`src/hdl/mlrv_pkg.sv`:
```
package mlrv_pkg;

	localparam int LEVELS = 4;
	localparam int LVL_W  = 2;
	localparam int ID_W   = 4;
	localparam int AID_W  = 3;

	localparam logic [LVL_W-1:0] LVL_COLD = '0;
	localparam logic [LVL_W-1:0] LVL_MAX  = LVL_W'(LEVELS - 1);

	typedef enum logic [1:0] {
		FUNC_REGISTER = 2'd0,
		FUNC_SUBMIT   = 2'd1,
		FUNC_POLL     = 2'd2,
		FUNC_READ     = 2'd3
	} func_t;

	typedef enum logic [1:0] {
		ST_OK    = 2'd0,
		ST_FULL  = 2'd1,
		ST_RANGE = 2'd2
	} status_t;

	// operation held in the input register
	typedef struct packed {
		logic              valid;
		func_t             func;
		logic [ID_W-1:0]   slot;
		logic              in_range;
		logic [LVL_W-1:0]  level;
	} op_t;

	// one result word
	typedef struct packed {
		status_t           status;
		logic [AID_W-1:0]  assigned_id;
		logic [LVL_W-1:0]  level;
		logic              seen;
	} res_t;

endpackage

```
`src/hdl/mlrv_decode.sv`:
```
module mlrv_decode #(
	parameter int CLIENTS = 8
) (
	input  logic                       clk,
	input  logic                       arst_n,
	input  logic                       accept,
	input  logic [1:0]                 func,
	input  logic [mlrv_pkg::ID_W-1:0]  task_id,
	input  logic [mlrv_pkg::LVL_W-1:0] requested_level,
	output mlrv_pkg::op_t              op_s1
);

	logic [mlrv_pkg::LVL_W-1:0] level_sat;
	logic                       in_range;

	// out-of-range requests clamp to the hottest level
	assign level_sat = (requested_level > mlrv_pkg::LVL_MAX) ? mlrv_pkg::LVL_MAX
	                                                        : requested_level;
	assign in_range  = (32'(task_id) < CLIENTS);

	always_ff @(posedge clk or negedge arst_n) begin
		if (!arst_n) begin
			op_s1 <= '0;
		end else begin
			op_s1.valid <= accept;
			if (accept) begin
				op_s1.func     <= mlrv_pkg::func_t'(func);
				op_s1.slot     <= task_id;
				op_s1.in_range <= in_range;
				op_s1.level    <= level_sat;
			end
		end
	end

endmodule

```
`src/hdl/mlrv_state.sv`:
```
module mlrv_state #(
	parameter int CLIENTS = 8
) (
	input  logic          clk,
	input  logic          arst_n,
	input  mlrv_pkg::op_t op_s1,
	output logic          done_q,
	output mlrv_pkg::res_t res_q
);

	localparam int IDX_W = (CLIENTS > 1) ? $clog2(CLIENTS) : 1;
	localparam int CNT_W = $clog2(CLIENTS + 1);

	logic [mlrv_pkg::LVL_W-1:0] levels_q [CLIENTS];
	logic [mlrv_pkg::LVL_W-1:0] levels_nxt [CLIENTS];
	logic [mlrv_pkg::LVL_W-1:0] sys_q, sys_nxt, hot;
	logic [CLIENTS-1:0]         flags_q, flags_nxt;
	logic [CNT_W-1:0]           count_q, count_nxt;
	logic [mlrv_pkg::LEVELS-1:0] present;
	logic [IDX_W-1:0]           idx;
	mlrv_pkg::res_t             res_nxt;

	assign idx = IDX_W'(op_s1.slot);

	always_comb begin
		levels_nxt = levels_q;
		sys_nxt    = sys_q;
		flags_nxt  = flags_q;
		count_nxt  = count_q;
		res_nxt.status      = mlrv_pkg::ST_OK;
		res_nxt.assigned_id = '0;
		res_nxt.seen        = 1'b0;

		if (op_s1.func == mlrv_pkg::FUNC_SUBMIT && op_s1.in_range) begin
			levels_nxt[idx] = op_s1.level;
		end

		// one presence bit per level, then the highest level present wins
		for (int l = 0; l < mlrv_pkg::LEVELS; l++) begin
			present[l] = 1'b0;
			for (int c = 0; c < CLIENTS; c++) begin
				if (levels_nxt[c] == mlrv_pkg::LVL_W'(l)) begin
					present[l] = 1'b1;
				end
			end
		end
		hot = mlrv_pkg::LVL_COLD;
		for (int l = 0; l < mlrv_pkg::LEVELS; l++) begin
			if (present[l]) begin
				hot = mlrv_pkg::LVL_W'(l);
			end
		end

		case (op_s1.func)
			mlrv_pkg::FUNC_REGISTER: begin
				if (count_q < CNT_W'(CLIENTS)) begin
					res_nxt.assigned_id = mlrv_pkg::AID_W'(count_q);
					count_nxt = count_q + CNT_W'(1);
				end else begin
					res_nxt.status = mlrv_pkg::ST_FULL;
				end
			end
			mlrv_pkg::FUNC_SUBMIT: begin
				if (!op_s1.in_range) begin
					res_nxt.status = mlrv_pkg::ST_RANGE;
				end else if (hot != sys_q) begin
					sys_nxt      = hot;
					flags_nxt    = '1;
					res_nxt.seen = 1'b1;
				end
			end
			mlrv_pkg::FUNC_POLL: begin
				if (!op_s1.in_range) begin
					res_nxt.status = mlrv_pkg::ST_RANGE;
				end else begin
					res_nxt.seen   = flags_q[idx];
					flags_nxt[idx] = 1'b0;
				end
			end
			mlrv_pkg::FUNC_READ: begin
			end
			default: begin
			end
		endcase

		res_nxt.level = sys_nxt;
	end

	always_ff @(posedge clk or negedge arst_n) begin
		if (!arst_n) begin
			for (int c = 0; c < CLIENTS; c++) begin
				levels_q[c] <= mlrv_pkg::LVL_COLD;
			end
			sys_q   <= mlrv_pkg::LVL_COLD;
			flags_q <= '0;
			count_q <= '0;
			done_q  <= 1'b0;
			res_q   <= '0;
		end else begin
			done_q <= op_s1.valid;
			if (op_s1.valid) begin
				levels_q <= levels_nxt;
				sys_q    <= sys_nxt;
				flags_q  <= flags_nxt;
				count_q  <= count_nxt;
				res_q    <= res_nxt;
			end
		end
	end

endmodule

```
`src/hdl/max_level_request_voter_top.sv`:
```
// Max-level request voter. Up to CLIENTS clients each hold a requested level
// (0 coldest, 3 hottest); the system level is the hottest request. A command
// word (func, task_id, requested_level) is taken on any clock edge where start
// is high; busy is never raised, so one word per cycle is sustained. Each
// command yields exactly one result word, shown for a single cycle with done
// high, after the input and result registers. The receiver cannot stall: a
// result not captured in its done cycle is gone. The figure of one word per
// cycle comes from the client table, the level maximum and the change flags
// all being updated in one pass between the input register and the result
// register, so each command sees everything its predecessor left behind.
// Register (func 0) hands out slots 0, 1, 2... and then reports table full;
// submit (1) stores a level and, when the maximum moves, flags every slot;
// poll (2) returns and clears a slot's change flag; read (3) only reports.
// A task_id at or above CLIENTS on submit or poll returns status 2 and does
// nothing. Every result carries the level as it stands after the command.
module max_level_request_voter_top #(
	parameter int CLIENTS = 8
) (
	input  logic       clk,
	input  logic       arst_n,
	input  logic       start,
	output logic       busy,
	input  logic [1:0] func,
	input  logic [3:0] task_id,
	input  logic [1:0] requested_level,
	output logic       done,
	output logic [1:0] status,
	output logic [2:0] assigned_id,
	output logic [1:0] current_level,
	output logic       change_seen
);

	mlrv_pkg::op_t  op_s1;
	mlrv_pkg::res_t res_q;
	logic           accept;

	// every command finishes in one pass, so the block is always ready
	assign busy   = 1'b0;
	assign accept = start & ~busy;

	// input register: decoded command, clamped level, slot range check
	mlrv_decode #(
		.CLIENTS(CLIENTS)
	) u_decode (
		.clk            (clk),
		.arst_n         (arst_n),
		.accept         (accept),
		.func           (func),
		.task_id        (task_id),
		.requested_level(requested_level),
		.op_s1          (op_s1)
	);

	// client table, maximum, flags and result register
	mlrv_state #(
		.CLIENTS(CLIENTS)
	) u_state (
		.clk   (clk),
		.arst_n(arst_n),
		.op_s1 (op_s1),
		.done_q(done),
		.res_q (res_q)
	);

	assign status        = res_q.status;
	assign assigned_id   = res_q.assigned_id;
	assign current_level = res_q.level;
	assign change_seen   = res_q.seen;

endmodule

```
`config.mk`:
```
export PLATFORM = sky130hd
export DESIGN_NAME = max_level_request_voter_top
export DESIGN_NICKNAME = d
export VERILOG_FILES = /design/src/hdl/mlrv_pkg.sv /design/src/hdl/mlrv_decode.sv /design/src/hdl/mlrv_state.sv /design/src/hdl/max_level_request_voter_top.sv
export SDC_FILE = /design/constraint.sdc
export NUM_CORES = 1
export LEC_CHECK = 0
export BUFFER_PORTS_ARGS = -buffer_cell sky130_fd_sc_hd__buf_4
export CAP_MARGIN = 25
export CORE_MARGIN = 2
export CORE_UTILIZATION = 30
export DETAILED_ROUTE_END_ITERATION = 10
export HOLD_SLACK_MARGIN = 0.1
export PLACE_DENSITY = 0.55
export SETUP_SLACK_MARGIN = 0.05
export SYNTH_ARGS = -nofsm -noshare
export SYNTH_HDL_FRONTEND = slang
export SYNTH_SLANG_ARGS = --single-unit
```
`constraint.sdc`:
```
create_clock -name clk -period 4 [get_ports clk]
set_input_delay 0.2 -clock clk [delete_from_list [all_inputs] [get_ports clk]]
set_output_delay 0.2 -clock clk [all_outputs]
set_load 0.005 [all_outputs]
```
==> flow_summary.rst, run 1 <==
.. list-table::
   :header-rows: 1

   * - Metric
     - Value
   * - PostCTS Resize Cnt
     - 0
   * - TritonCTS clock tree
     - done
   * - Starting utilization of the core area
     - 30.5%
   * - Yosys reg bits
     - 46
   * - Predominant post-synthesis flop cell
     - sky130_fd_sc_hd__dfrtp_1
   * - Worst Hold Class
     - input port to flop
   * - Violation count after the first detailed-routing iteration
     - ~110
   * - Unrepaired setup endpoints after global routing
     - false
   * - Data required, critical path
     - about 4.2 ns
   * - DP Worst Slack
     - 0.694 ns
   * - Number of iterations in the first detailed-routing pass
     - 4
   * - Fraction of the cycle the final worst path needs
     - 83.7%
   * - Final worst-path setup slack
     - 0.654 ns
   * - Num rows
     - 33
   * - Clock latency on the worst-skew pair
     - ~0.29 ns
   * - Leading cell types in the layout, fill and taps excluded
     - sky130_fd_sc_hd__dfrtp_1, sky130_fd_sc_hd__o21ai_0, sky130_fd_sc_hd__buf_4
   * - Full die area
     - between 0.009 and 0.01 sq mm
   * - Total Neg Setup Slack
     - 0 ns
   * - Number of synthesized flops with an enable pin
     - 0
   * - Final routed DRC violation total
     - 0
   * - Final antenna diode count
     - 0
   * - Number of primary I/O pins
     - 21
   * - Seq/Total Area, Yosys
     - 46.3%
   * - Util after Layout
     - 34.2%
   * - Post-Synthesis Mean Instance Area
     - 10.4 sq um
   * - Highest net fanout along the worst path
     - 8
   * - Max Clk Rate
     - 0.299 GHz
   * - Layout cell share with drive strength beyond 1
     - 22.4%
   * - Post-Route Skew
     - 0.00588 ns
   * - Total core area
     - 0.00813 sq mm
   * - Area used by multi-input combinational logic
     - approximately 0.0012 sq mm
   * - Final count of pins violating max slew
     - 0
   * - Power Dens Cells
     - 519 mW/mm^2
   * - Type of origin of the critical path
     - flop
   * - Total placed cells including tap cells
     - 351
   * - Number of warning messages in the yosys log
     - 0
   * - Final Net Count
     - about 270
   * - Leak Pwr
     - 0.00115 uW
   * - Clock-pin transition on the worst setup and hold timing paths
     - 0.08 ns
   * - Synth cell types
     - 49
   * - Total clock buffers created by CTS
     - 5
   * - Max Root-Sink Buffers
     - 2
   * - Number of setup buffers added after CTS
     - 0
   * - Vias in the first global route
     - 1870
   * - Final number of setup-violating endpoints
     - 0
   * - Cell area after synthesis
     - 0.00248 sq mm
   * - Max Cap Violations
     - 0
   * - Shortest clock period the worst path allows after layout
     - 3.35 ns
   * - Power consumption
     - around 1400 uW
   * - Number of vias per cell
     - around 5.2
   * - Final wirelength
     - 5230 microns
   * - H-tree levels
     - 2
   * - Hold bufs inserted after CTS
     - 2
   * - Data arrival, critical path
     - 3.58 ns
   * - Number of nets produced by synthesis
     - 255
   * - Number of cells produced by synthesis
     - around 240
   * - Antenna violations before repair
     - 0
   * - Width of the die
     - 95.0 microns
   * - Post-detailed-route count of antenna-violating nets
     - 0
   * - Reg area
     - 0.00115 sq mm
   * - Global route total overflow
     - 0
   * - Routability congestion estimate
     - 0.922
   * - Largest net degree at the start of global routing
     - 47
   * - CP Capture Type
     - flop
   * - Critical path class
     - flop to flop
   * - Via Count
     - 1857
   * - Area Growth Syn to Fin
     - 12.1%
   * - CTS root buffer
     - sky130_fd_sc_hd__clkbuf_8
   * - Fill cell instance count of the final layout
     - 823
   * - Y dimension of the die
     - 95.0 microns
   * - HPWL after detailed placement
     - around 3800 microns
   * - Slew HR
     - 60.4%
   * - Sinks on the clock net
     - 46
   * - Post-Layout Cell Count
     - 360
   * - Final-report hold violation count
     - 0
   * - Wire length of the first global-routing pass
     - just over 9000 microns
   * - Max IR drop VDD
     - 0.172 mV
   * - Tightest Pin Transition
     - 0.593 ns
   * - Outcome
     - completed
   * - Proportion of synthesized flip-flops having asynchronous set or reset
     - 100%
   * - Routed length per placed instance
     - 14.5 microns
   * - Most common library cell in the layout ignoring fill and taps
     - sky130_fd_sc_hd__dfrtp_1
   * - Port Buffers
     - 19
   * - Tot GR Track Use
     - 13.0%
[stage by stage]
step / hold slack, ns / area [sq um]
after floorplan: -0.0956 / 2480
after global placement: 0.246 / 2690
after detailed placement: 0.248 / 2690
after CTS: 0.112 / 2790
after global routing: 0.119 / 2790
final: 0.114 / 2790
[metal layers]
layer	GRT usage, %	part of all wire [%]	vias to the layer above
met4	5.56	2.4	0
met5	0	0	-
met2	19.3	45	54
met1	18.1	47	899
met3	3.19	4.9	10
li1	-	-	894
[synthesized netlist by cell type (2+ instances only)]
| cell | n | share of area (%) |
|---|---|---|
| sky130_fd_sc_hd__dfrtp_1 | 46 | 46 |
| sky130_fd_sc_hd__o21ai_0 | 23 | 4.6 |
| sky130_fd_sc_hd__nand2_1 | 19 | 2.9 |
| sky130_fd_sc_hd__mux2_2 | 17 | 7.7 |
| sky130_fd_sc_hd__nor2_1 | 16 | 2.4 |
| sky130_fd_sc_hd__inv_1 | 14 | 2.1 |
| sky130_fd_sc_hd__nand2b_1 | 9 | 2.3 |
| sky130_fd_sc_hd__nor2b_1 | 8 | 2.0 |
| sky130_fd_sc_hd__o32a_1 | 8 | 3.2 |
| sky130_fd_sc_hd__o211ai_1 | 6 | 1.8 |
| sky130_fd_sc_hd__a21oi_1 | 5 | 1.0 |
| sky130_fd_sc_hd__clkbuf_1 | 5 | 0.76 |
| sky130_fd_sc_hd__ha_1 | 5 | 2.5 |
| sky130_fd_sc_hd__nand3_1 | 5 | 1.0 |
| sky130_fd_sc_hd__o22ai_1 | 5 | 1.3 |
| sky130_fd_sc_hd__buf_2 | 3 | 0.60 |
| sky130_fd_sc_hd__buf_4 | 3 | 0.91 |
| sky130_fd_sc_hd__nand4b_1 | 3 | 1.1 |
| sky130_fd_sc_hd__a2111oi_1 | 2 | 0.81 |
| sky130_fd_sc_hd__and3_1 | 2 | 0.50 |
| sky130_fd_sc_hd__buf_6 | 2 | 0.91 |
| sky130_fd_sc_hd__mux2i_1 | 2 | 0.81 |
| sky130_fd_sc_hd__mux4_2 | 2 | 1.8 |
| sky130_fd_sc_hd__nor3b_1 | 2 | 0.60 |
| sky130_fd_sc_hd__o2111ai_1 | 2 | 0.71 |
| sky130_fd_sc_hd__xnor2_1 | 2 | 0.71 |
[worst paths after layout]
check                              startpoint                   to  slack, ns  depth (start not counted)
min                                   func[0]    u_decode.op_s1[7]       0.11                          3
max reg2reg                 u_decode.op_s1[8]   u_state.flags_q[5]       0.65                         10
min in group asynchronous              arst_n     u_state.res_q[6]       0.44                          2
max in group asynchronous              arst_n  u_state.levels_q[7]       3.16                          2
min reg2reg                u_state.count_q[2]   u_state.count_q[2]       0.50                          1
max                         u_decode.op_s1[8]   u_state.flags_q[5]       0.65                         10
[logic make-up after synthesis]
group	count (synthesis)	share of synthesized area, %
adders and majority gates	5	2.52
and+or+nand+nor	77	17.8
DFF	46	46.3
xor gates and xnor gates	2	0.705
buffers and inverters	27	5.29
other	1	0.151
muxes	21	10.3
AOI/OAI and AO/OA	60	16.8
[report_power, final]
group / internal (uW) / total (uW) / switching, uW
clock: 118 / 269 / 152
sequential: 592 / 709 / 118
combinational: 252 / 467 / 216
total: 961 / 1450 / 485
[state kept, by name, summed over array words and instances, names as in the netlist]
| name | flops |
|---|---|
| u_decode.op_s1 | 9 |
| u_state.levels_q | 16 |
| u_state.flags_q | 8 |
| u_state.res_q | 8 |
| u_state.count_q | 4 |
| u_state.done_q | 1 |
[worst max-delay path, stage by stage, from the launching register on]
cell and delay, ns:
sky130_fd_sc_hd__dfrtp_1 0.41, sky130_fd_sc_hd__inv_1 0.10, sky130_fd_sc_hd__ha_1 0.38, sky130_fd_sc_hd__nand3_2 0.22
sky130_fd_sc_hd__o21ai_0 0.21, sky130_fd_sc_hd__o311ai_1 0.14, sky130_fd_sc_hd__or4_4 0.56, sky130_fd_sc_hd__o41ai_2 0.37
sky130_fd_sc_hd__a211oi_2 0.15, sky130_fd_sc_hd__nor2b_1 0.49, sky130_fd_sc_hd__o32a_1 0.26
[area by class of cell]
class / count / area share [%]
Clock buffer: 5 / 2.47
Clock inverter: 2 / 0.359
Inverter: 14 / 1.89
Multi-Input combinational cell: 166 / 43.1
Sequential cell: 46 / 41.3
Tap cell: 105 / 4.72
Timing Repair Buffer: 22 / 6.11
(Power assumes the default switching activity.)
==> inputs of run 2 (changes only) <==
--- a/config.mk
+++ b/config.mk
@@ -5,13 +5,14 @@
 export SDC_FILE = /design/constraint.sdc
 export NUM_CORES = 1
 export LEC_CHECK = 0
+export ABC_AREA = 1
 export BUFFER_PORTS_ARGS = -buffer_cell sky130_fd_sc_hd__buf_4
 export CAP_MARGIN = 25
 export CORE_MARGIN = 2
 export CORE_UTILIZATION = 30
 export DETAILED_ROUTE_END_ITERATION = 10
 export HOLD_SLACK_MARGIN = 0.1
-export PLACE_DENSITY = 0.55
+export PLACE_DENSITY = 0.56
 export SETUP_SLACK_MARGIN = 0.05
 export SYNTH_ARGS = -nofsm -noshare
 export SYNTH_HDL_FRONTEND = slang
==> constraint.sdc (replaced) <==
create_clock -name clk -period 2.75 [get_ports clk]
set_input_delay 0.1375 -clock clk [delete_from_list [all_inputs] [get_ports clk]]
set_output_delay 0.1375 -clock clk [all_outputs]
set_load 0.005 [all_outputs]
==> run 2 against run 1 <==
Critical path depth is 11 higher; via count rose by 31%; die area is 4.4% higher; power rose by 62%; hold slack improved by 0.24 ns; non-clock buffer count rose by 15; largest power group unchanged.
==> flow_summary.rst, run 2 <==
.. list-table::
   :header-rows: 1

   * - Metric
     - Value
   * - Wire length of the first global-routing pass
     - roughly 11000 microns
   * - Largest net degree at the start of global routing
     - 47
   * - TritonCTS clock tree
     - done
   * - Seq/Total Area, Yosys
     - about 44%
   * - Routability congestion estimate
     - 0.858
   * - Data required, critical path
     - 2.96 ns
   * - Width of the die
     - 97.1 microns
   * - Final-report hold violation count
     - 0
   * - Max Root-Sink Buffers
     - 2
   * - Total core area
     - 0.00830 sq mm
   * - Port Buffers
     - 19
   * - Commonest cells in the synthesized netlist
     - sky130_fd_sc_hd__nand2_1, sky130_fd_sc_hd__dfrtp_1, sky130_fd_sc_hd__inv_1, sky130_fd_sc_hd__o21ai_0, sky130_fd_sc_hd__nand3_1
   * - Tightest hold margin
     - between 0.3 and 0.4 ns
   * - Number of nets produced by synthesis
     - between 300 and 400
   * - Max Cap Violations
     - 0
   * - Post-Synthesis Mean Instance Area
     - 6.84 sq um
   * - Global route total overflow
     - 0
   * - Critical path class
     - flop to flop
   * - Most area-consuming cells after synthesis
     - sky130_fd_sc_hd__dfrtp_1, sky130_fd_sc_hd__nand2_1, sky130_fd_sc_hd__o21ai_0, sky130_fd_sc_hd__inv_1, sky130_fd_sc_hd__nand3_1
   * - Layout cell share with drive strength beyond 1
     - roughly an eighth
   * - Fill cell instance count of the final layout
     - 878
   * - Via Count
     - 2427
   * - Final routed DRC violation total
     - 0
   * - DP Worst Slack
     - a little over 0.02 ns
   * - Fraction of the cycle the final worst path needs
     - 88.6%
   * - Vias in the first global route
     - 2343
   * - Area Growth Syn to Fin
     - 21.0%
   * - Antenna violations before repair
     - 0
   * - Cell area after synthesis
     - around 0.0026 sq mm
   * - Number of vias per cell
     - 4.67
   * - Final wirelength
     - around 6300 microns
   * - Highest net fanout along the worst path
     - 10
   * - Number of warning messages in the yosys log
     - 0
   * - Most area-hungry cell type in the Yosys netlist
     - sky130_fd_sc_hd__dfrtp_1
   * - Family with the most delay on the worst path
     - simple AND/OR/NAND/NOR gates
   * - Violation count after the first detailed-routing iteration
     - between 150 and 200
   * - Routed length per placed instance
     - approximately 12 microns
   * - Top sig layer
     - met4
   * - Max Clk Rate
     - roughly 0.41 GHz
   * - Number of primary I/O pins
     - 21
   * - Final count of pins violating max slew
     - 0
   * - Register bank with the most flops
     - u_state.levels_q
   * - Final worst-path setup slack
     - 0.313 ns
   * - Y dimension of the die
     - 97.1 microns
   * - CTS root buffer
     - sky130_fd_sc_hd__clkbuf_8
   * - Standard cell area after detailed placement
     - 0.00285 sq mm
   * - Yosys reg bits
     - between 40 and 50
   * - Largest registers
     - u_state.levels_q x16, u_decode.op_s1 x9
   * - Slowest cell delay on critical path
     - around 0.41 ns
   * - Shortest clock period the worst path allows after layout
     - roughly 2.4 ns
   * - Max IR drop VDD
     - 0.306 mV
   * - Leading cell types in the layout, fill and taps excluded
     - sky130_fd_sc_hd__nand2_1, sky130_fd_sc_hd__dfrtp_1, sky130_fd_sc_hd__inv_1
   * - Data arrival, critical path
     - 2.65 ns
   * - Post-detailed-route count of antenna-violating nets
     - 0
   * - Final number of setup-violating endpoints
     - 0
   * - CP Capture Type
     - flop
   * - Met2 layer wire length in the routed design
     - 2780 microns
   * - Routed metal-1 wirelength
     - approximately 3200 microns
   * - Met3 Wirelength
     - 243 microns
   * - Tightest Pin Transition
     - roughly 0.59 ns
   * - Tot GR Track Use
     - 14.1%
   * - Final antenna diode count
     - 0
   * - HPWL after detailed placement
     - 4400 microns
   * - Worst Hold Class
     - input port to async pin
   * - Clock-pin transition on the worst setup and hold timing paths
     - 0.09 ns
   * - Cell at the slowest stage of the critical path
     - sky130_fd_sc_hd__dfrtp_1
   * - Slew HR
     - approximately three fifths
   * - Outcome
     - completed
   * - Total clock buffers created by CTS
     - 5
   * - Total Neg Setup Slack
     - 0 ns
   * - Chain of cells forming the critical path
     - inv_1 -> ha_2 -> nand2_4 -> clkinv_4 -> buf_4 -> nand3_1 -> nand2_1 -> inv_1 -> nand2_1 -> nand2_1 -> nor2_1 -> nand2_2 -> inv_1 -> nand2_1 -> nand2_1 -> nand2_1 -> nand2_1 -> nand2_2 -> buf_6 -> nand3_1 -> nand2_1
   * - Power consumption
     - 2350 uW
   * - Num rows
     - 33
   * - Portion of synthesized cell area occupied by the leading cell type
     - 44.3%
   * - Number of synthesized flops with an enable pin
     - 0
   * - Max FFs per register
     - 16
   * - Most common library cell in the layout ignoring fill and taps
     - sky130_fd_sc_hd__nand2_1
   * - Clock latency on the worst-skew pair
     - 0.31 ns
   * - Post-route standard cell area excluding fillers
     - roughly 0.0031 sq mm
   * - Unrepaired setup endpoints after global routing
     - false
   * - Leak Pwr
     - 0.00160 uW
   * - Type of origin of the critical path
     - flop
   * - Sinks on the clock net
     - 46
   * - Proportion of synthesized flip-flops having asynchronous set or reset
     - 100%
   * - Starting utilization of the core area
     - a little under a third
   * - Final Net Count
     - 430
   * - Power Dens Cells
     - 747 mW/mm^2
   * - H-tree levels
     - 2
   * - Full die area
     - 0.00942 sq mm
   * - Synth cell types
     - 26
   * - Post-Route Skew
     - around 0.0078 ns
   * - Most prevalent standard cell on the critical path
     - sky130_fd_sc_hd__nand2_1
   * - Most used standard cell by instance count after synthesis
     - sky130_fd_sc_hd__nand2_1
   * - Number of iterations in the first detailed-routing pass
     - 4
   * - Predominant post-synthesis flop cell
     - sky130_fd_sc_hd__dfrtp_1
   * - Buf+Inv Stages, Crit Path
     - 6
   * - Number of cells produced by synthesis
     - 380
-- run 2: kinds of logic (layout without fill, tap and decap cells) --
family                     after synthesis  in the layout  share of synthesized area (%)
AOI/OAI and AO/OA                       42             42                           8.57
xor gates and xnor gates                 2              2                          0.674
adders and majority gates                5              5                           2.41
buffers and inverters                   54             89                           8.28
DFF                                     46             46                           44.3
muxes                                    1              1                          0.433
other                                    1              1                          0.144
and+or+nand+nor                        229            229                           35.2
-- run 2: worst reg2reg max path: stages (launching register included) --
cell and delay [ns]:
sky130_fd_sc_hd__dfrtp_1 0.41, sky130_fd_sc_hd__inv_1 0.10, sky130_fd_sc_hd__ha_2 0.21, sky130_fd_sc_hd__nand2_4 0.10
sky130_fd_sc_hd__clkinv_4 0.10, sky130_fd_sc_hd__buf_4 0.11, sky130_fd_sc_hd__nand3_1 0.06, sky130_fd_sc_hd__nand2_1 0.12
sky130_fd_sc_hd__inv_1 0.06, sky130_fd_sc_hd__nand2_1 0.05, sky130_fd_sc_hd__nand2_1 0.05, sky130_fd_sc_hd__nor2_1 0.14
sky130_fd_sc_hd__nand2_2 0.10, sky130_fd_sc_hd__inv_1 0.10, sky130_fd_sc_hd__nand2_1 0.06, sky130_fd_sc_hd__nand2_1 0.05
sky130_fd_sc_hd__nand2_1 0.07, sky130_fd_sc_hd__nand2_1 0.07, sky130_fd_sc_hd__nand2_2 0.08, sky130_fd_sc_hd__buf_6 0.16
sky130_fd_sc_hd__nand3_1 0.07, sky130_fd_sc_hd__nand2_1 0.06
-- run 2: worst paths after layout --
check                                   start                   end  slack, ns  cells after the start
max                         u_decode.op_s1[8]    u_state.flags_q[6]       0.31                     21
min                                    arst_n     u_decode.op_s1[2]       0.36                      2
max reg2reg                 u_decode.op_s1[8]    u_state.flags_q[6]       0.31                     21
min reg2reg                u_state.count_q[2]    u_state.count_q[2]       0.48                      1
max in group asynchronous              arst_n  u_state.levels_q[10]       1.98                      2
min in group clk           u_state.count_q[2]    u_state.count_q[2]       0.48                      1
-- run 2: where the power goes --
part           total, uW  switching [uW]  internal, uW
Combinational        815             472           343
Clock                523             251           272
Sequential          1010             147           863
-- run 2: area by class of cell --
class | count | area [sq um] | share of cell area, %
clock inverters | 2 | 37.5 | 1.19
repair inverters | 1 | 6.26 | 0.199
well taps | 105 | 131 | 4.18
clock buffers | 6 | 72.6 | 2.31
repair buffers | 37 | 307 | 9.75
multi-input cells | 280 | 1270 | 40.4
flip-flops and latches | 46 | 1150 | 36.6
inverters | 43 | 166 | 5.29
-- run 2: layer usage --
metal | GRT usage, % | vias up
met1 | 20.4 | 1109
met3 | 3.38 | 9
met5 | 0 | -
li1 | - | 1256
met4 | 3.25 | 0
met2 | 21.6 | 53
-- run 2: repair_timing --
action | 4_1_cts | 5_1_grt
endpoints found under the setup margin | 8 | 10
resized for setup | 1 | 15
pin swaps | 0 | 1
gates cloned | 0 | 1
hold buffers | 10 | 0
endpoints found under the hold margin | 55 | 0
setup buffers | 0 | 4
-- run 2: through the flow --
stage	utilization (%)	cells
CTS	36.9	515
detailed placement	34.3	497
floorplan	-	380
global placement	34.3	497
finish	37.9	520
global route	37.9	520
